<file path="src/design/pcxd_pkg.sv">
// ----------------------------------------------------------------------------
// pcxd_pkg
// Shared types and constants of the run-length scan line decoder.
// ----------------------------------------------------------------------------
package pcxd_pkg;

    // Configuration register indexes
    localparam logic [1:0] CFG_COLOR_MODE     = 2'd0;
    localparam logic [1:0] CFG_BYTES_PER_LINE = 2'd1;
    localparam logic [1:0] CFG_IMAGE_WIDTH    = 2'd2;
    localparam logic [1:0] CFG_IMAGE_HEIGHT   = 2'd3;

    localparam int CFG_DATA_W = 17;

    // Run header: both top bits set, count in the low six bits
    localparam logic [7:0] RUN_MARK  = 8'hC0;
    localparam logic [5:0] RUN_COUNT = 6'h3F;

    // Controller to datapath
    typedef struct packed {
        logic take_header;  // latch a run count
        logic take_data;    // latch the byte to decode and its count
        logic set_error;    // make the overrun sticky
        logic write_store;  // buffer the byte in plane 0 or 1
        logic advance;      // step position, plane and row
        logic load_pixel;   // fill the output register with a pixel
        logic load_error;   // fill the output register with the error result
    } cmd_t;

    // Datapath to controller
    typedef struct packed {
        logic error_seen;
        logic finished;
        logic header;
        logic pending;
        logic overrun;
        logic count_zero;
        logic emit;
        logic store;
        logic last_byte;
        logic out_free;
    } status_t;

endpackage

</file>
<file path="src/design/pcxd_ctrl.sv">
// ----------------------------------------------------------------------------
// pcxd_ctrl
// Controller: takes input bytes and sequences decoded bytes one per step.
// ----------------------------------------------------------------------------
module pcxd_ctrl
    import pcxd_pkg::*;
(
    input  logic    aclk,
    input  logic    aresetn,
    input  logic    s_valid,
    output logic    s_ready,
    input  status_t status,
    output cmd_t    cmd
);

    typedef enum logic [3:0] {
        S_IDLE = 4'b0001,
        S_STEP = 4'b0010,
        S_PUSH = 4'b0100,
        S_ERR  = 4'b1000
    } state_t;

    state_t state_reg;
    state_t state_next;

    assign s_ready = (state_reg == S_IDLE);

    always_comb begin
        state_next = state_reg;
        cmd        = '0;
        unique case (state_reg)
            S_IDLE: begin
                if (s_valid) begin
                    if (status.error_seen) begin
                        state_next = S_ERR;
                    end else if (status.finished) begin
                        state_next = S_IDLE;
                    end else if (!status.pending && status.header) begin
                        cmd.take_header = 1'b1;
                    end else begin
                        cmd.take_data = 1'b1;
                        if (status.overrun) begin
                            cmd.set_error = 1'b1;
                            state_next    = S_ERR;
                        end else if (!status.count_zero) begin
                            state_next = S_STEP;
                        end
                    end
                end
            end
            S_STEP: begin
                if (status.emit) begin
                    // wait in S_PUSH for the registered line store read
                    state_next = S_PUSH;
                end else begin
                    cmd.write_store = status.store;
                    cmd.advance     = 1'b1;
                    state_next      = status.last_byte ? S_IDLE : S_STEP;
                end
            end
            S_PUSH: begin
                if (status.out_free) begin
                    cmd.load_pixel = 1'b1;
                    cmd.advance    = 1'b1;
                    state_next     = status.last_byte ? S_IDLE : S_STEP;
                end
            end
            S_ERR: begin
                if (status.out_free) begin
                    cmd.load_error = 1'b1;
                    state_next     = S_IDLE;
                end
            end
            default: begin
                state_next = S_IDLE;
            end
        endcase
    end

    always_ff @(posedge aclk) begin
        if (!aresetn) begin
            state_reg <= S_IDLE;
        end else begin
            state_reg <= state_next;
        end
    end

endmodule

</file>
<file path="config.mk">
export PLATFORM = sky130hd
export DESIGN_NAME = pcxd_ctrl
export DESIGN_NICKNAME = d
export VERILOG_FILES = /design/src/design/pcxd_pkg.sv /design/src/design/pcxd_ctrl.sv
export SDC_FILE = /design/constraint.sdc
export NUM_CORES = 1
export LEC_CHECK = 0
export ABC_AREA = 0
export BUFFER_PORTS_ARGS = -buffer_cell sky130_fd_sc_hd__buf_2
export CAP_MARGIN = 0
export CORE_UTILIZATION = 30
export DETAILED_ROUTE_END_ITERATION = 7
export GPL_TIMING_DRIVEN = 1
export SYNTH_ARGS = -nofsm -noshare
export SYNTH_HDL_FRONTEND = slang
export SYNTH_SLANG_ARGS = --single-unit
</file>
<file path="constraint.sdc">
create_clock -name aclk -period 3.5 [get_ports aclk]
set_input_delay 0.35 -clock aclk [delete_from_list [all_inputs] [get_ports aclk]]
set_output_delay 0.35 -clock aclk [all_outputs]
set_load 0.01 [all_outputs]
</file>
== Yosys cells after proc, flatten, opt, wreduce, memory -nomap -nowiden ==
Cells that the tools add are included.

* Equal/unequal tests: 9
* Muxes and demuxes: 25
* Reductions and logical operators: 3

{| class="wikitable"
|+ Operators with widths
! operator !! count
|-
| 4-bit 2-to-1 mux || 8
|-
| 4-bit one-hot mux with 4 select lines || 1
|-
| 3-bit 2-to-1 mux || 5
|-
| 2-bit 2-to-1 mux || 4
|-
| 1-bit 2-to-1 mux || 6
|-
| 2-bit inequality test, second input constant || 3
|-
| 5-bit by 2-bit inequality test with 1-bit output, second input constant || 1
|-
| 5-bit AND reduction || 1
|-
| 4-bit by 1-bit == test with 1-bit output, second input constant || 1
|-
| 4-bit by 2-bit == test with 1-bit output, second input constant || 1
|-
| 4-bit by 3-bit == test with 1-bit output, second input constant || 1
|-
| 4-bit == test, second input constant || 1
|-
| 4-bit inequality test, second input constant || 1
|-
| 1-bit one-hot mux with 2 select lines || 1
|-
| 1-bit logical AND || 1
|-
| 1-bit logical NOT || 1
|}

* Register bits after elaboration: 4
* Input bits: 13
* Output and inout bits: 8

== Depth between registers and ports, before layout ==
* Depth in word-level cells: 7
* Depth in mapped cells: 5
* Mapped depth without buffers: 4

== Worst setup path before layout ==
OpenSTA, ideal clock, no wires.

* Kind: reg-to-output
* Start point: register state_reg[1]
* End point: output port cmd[4] (netlist bit)
* Arrival: 1.447 ns
* Required time: 3.150 ns
* Slack: 1.703 ns
* Cell stages (with the launch flop): 6
* Cell sequence: dfxtp_1 > buf_6 > nor4b_4 > nand2_2 > nor3_2 > and2_1

{| class="wikitable"
|+ RTL lines
! element !! line !! source
|-
| start: declaration || pcxd_ctrl.sv:23 || <nowiki>state_t state_reg;</nowiki>
|-
| start signal: assignment || pcxd_ctrl.sv:84 || <nowiki>state_reg <= state_next;</nowiki>
|-
| end: declaration || pcxd_ctrl.sv:13 || <nowiki>output cmd_t cmd</nowiki>
|}

==> impl_metrics.tcl <==
set metrics [dict create \
    ys_warn_count 0 \
    rsz0062_at_grt "false" \
    crit_chain "nor4b_4, nand2_2, nor3_2, and2_1, buf_2" \
    fillCellCount 123 \
    post-route-min-period_ns 2.02 \
    total_power_uw 172 \
    ys_seq_area_share_pct 19.7 \
    path_clk_slew_ns 0.04 \
    fp.dieW_um 38.8 \
    yosysUniqueCellTypes 26 \
    syn-num-nets 64 \
    cts_sinks 4 \
    crit_family "simple AND/OR/NAND/NOR gates" \
    diodes 0 \
    multi_input_area_um2 303 \
    crit_buf_inv 1 \
    via_per_inst 5.20 \
    drt-total-wl_um 965 \
    required_ns 3.15 \
    antenna_found_initial 0 \
    grt_pass1_wl_mm 1.63 \
    hp-class "in -> reg" \
    grt_max_degree 11 \
    rows 12 \
    hold_violations 0 \
    drt_pass1_iterations 4 \
    largest_reg_flops 4 \
    ant_nets 0 \
    synth_area_um2 407 \
    clk_latency_ns 0.24 \
    crit_fanout 10 \
    cts_tree "done" \
    gp_congestion 0.662 \
    cts_post_setup_buffers_inserted 0 \
    place_hpwl_um 768 \
    gr-total-overflow 0 \
    core-area_mm2 0.00119 \
    io_pins 21 \
    drt-wirelength-per-cell_um 11.2 \
    nets 87 \
    grt_usage_pct 15.6 \
    leakagePower_nw 0.243 \
    drive_above_1_share_pct 43.1 \
    end_kind "output port" \
    synth_cells 51 \
    area.growth.synth_to_final_pct 30.5 \
    cts_max_level 1 \
    max_freq_mhz 494 \
    cts_resized 0 \
    powerDensity_mw_per_mm2 325 \
    route.met3.wl_um 66 \
    met1Wirelength_um 409 \
    period_share_pct 57.8 \
    worst_clock_skew_ns 0.00282 \
    slowest_delay_ns 0.46 \
    ir_drop_v 0.000180 \
    regArea_um2 80.1 \
    fin_tns_setup_ns 0 \
    cp.arrival_ns 1.67 \
    die_h_um 38.8 \
    vias 447 \
    grt_pass1_vias 413 \
    cts_made_buffers 3 \
    slew_viol_final 0 \
    synth_area_per_cell_um2 7.97 \
    holdBufCountCts 0 \
    wl_met2_um 488 \
    root_buffer "clkbuf_4" \
    io_buffers 20 \
    cp_slowest_cell "nor4b_4" \
    setup_viol 0 \
    dieArea_mm2 0.00151 \
    crit_type "reg -> out" \
    cap_violations 0 \
    ys_ff_latch 4 \
    tightest_slew_ns 0.440 \
    slew_headroom_pct 70.4 \
    start_util_pct 34.3 \
    status "complete, no violations" \
    clock_path_buffers 2 \
    drtIter0Drc 11 \
    start_kind "flop" \
    top_layer "met3" \
    drc 0 \
]
final cells by class:
class                   instances  share of cell area, %
clock buffers                   3                   4.25
inverters                       2                   1.42
multi-input cells              43                   57.1
flip-flops and latches          4                   15.1
well taps                      14                   3.30
repair buffers                 20                   18.9
final timing paths:
path / cells after the start / endpoint / slack (ns) / from
hold / removal: 3 / state_reg[1] / 0.41 / aresetn
setup / recovery: 5 / cmd[4] / 1.48 / state_reg[1]
setup reg to reg: 4 / state_reg[0] / 2.03 / state_reg[1]
hold reg to reg: 2 / state_reg[3] / 0.58 / state_reg[3]
per-layer routing:
| layer | vias to the layer above | track usage, % |
|---|---|---|
| li1 | 227 | - |
| met1 | 197 | 18.3 |
| met2 | 23 | 28.7 |
| met3 | 0 | 1.73 |
| met4 | 0 | 5.17 |
| met5 | - | 0 |
power breakdown:
part / leakage [nW] / switching (mW) / internal (mW)
Combinational: 0.196 / 0.0285 / 0.0276
Sequential: 0.0327 / 0.00631 / 0.0492
Clock: 0.0138 / 0.0222 / 0.0386
Total: 0.243 / 0.0570 / 0.115
placed cells by master, fill, tap and decap left out, types with 2 or more instances in the layout:
cell type,n
clkbuf_4,3
nand2_1,8
dfxtp_1,4
inv_1,2
a21oi_1,2
nor4_1,2
nor2b_1,6
o21ai_0,3
buf_2,20
nor3_2,2
nor2_1,5
tightest hold or removal path, delay by kind of cell:
kind                   cells  cell delay [ns]
buffers and inverters      1             0.12
AND/OR/NAND/NOR            2             0.13
synthesized netlist by cell type:
master | count | area, um2
a21boi_1 | 1 | 7.51
a21o_1 | 1 | 7.51
a21oi_1 | 2 | 10.0
a21oi_2 | 1 | 8.76
a41o_1 | 1 | 10.0
and2_1 | 1 | 6.26
and4_1 | 1 | 8.76
buf_2 | 1 | 5.00
buf_6 | 1 | 11.3
dfxtp_1 | 4 | 80.1
inv_1 | 2 | 7.51
nand2_1 | 8 | 30.0
nand2_2 | 1 | 6.26
nor2_1 | 5 | 18.8
nor2b_1 | 6 | 37.5
nor3_2 | 2 | 20.0
nor4_1 | 2 | 12.5
nor4b_4 | 1 | 23.8
o2111ai_1 | 1 | 8.76
o21ai_0 | 3 | 15.0
o2bb2ai_1 | 1 | 8.76
o311ai_4 | 1 | 26.3
o32a_1 | 1 | 10.0
or2_2 | 1 | 6.26
or4_4 | 1 | 11.3
xnor2_1 | 1 | 8.76
cell families (layout without fill, tap and decap cells):
kind of cell              Yosys count  in the layout  share of synthesized area (%)
AOI/OAI and AO/OA                  13             13                           27.7
buffers and inverters               4             25                           5.85
DFF                                 4              4                           19.7
and+or+nand+nor                    29             29                           44.6
xor gates and xnor gates            1              1                           2.15
per-stage QoR:
stage | hold slack (ns) | setup slack (ns) | utilization, % | cells | area (um2)
6_report | 0.409 | 1.48 | 44.7 | 86 | 531
5_1_grt | 0.418 | 1.33 | 44.7 | 86 | 531
4_1_cts | 0.394 | 1.44 | 44.7 | 86 | 531
3_5_place_dp | 0.569 | 1.72 | 42.8 | 83 | 508
3_3_place_gp | 0.550 | 1.77 | 42.8 | 83 | 508
2_1_floorplan | 0.503 | 1.70 | - | 51 | 407
Note: power is estimated with default switching activity, not from simulation.
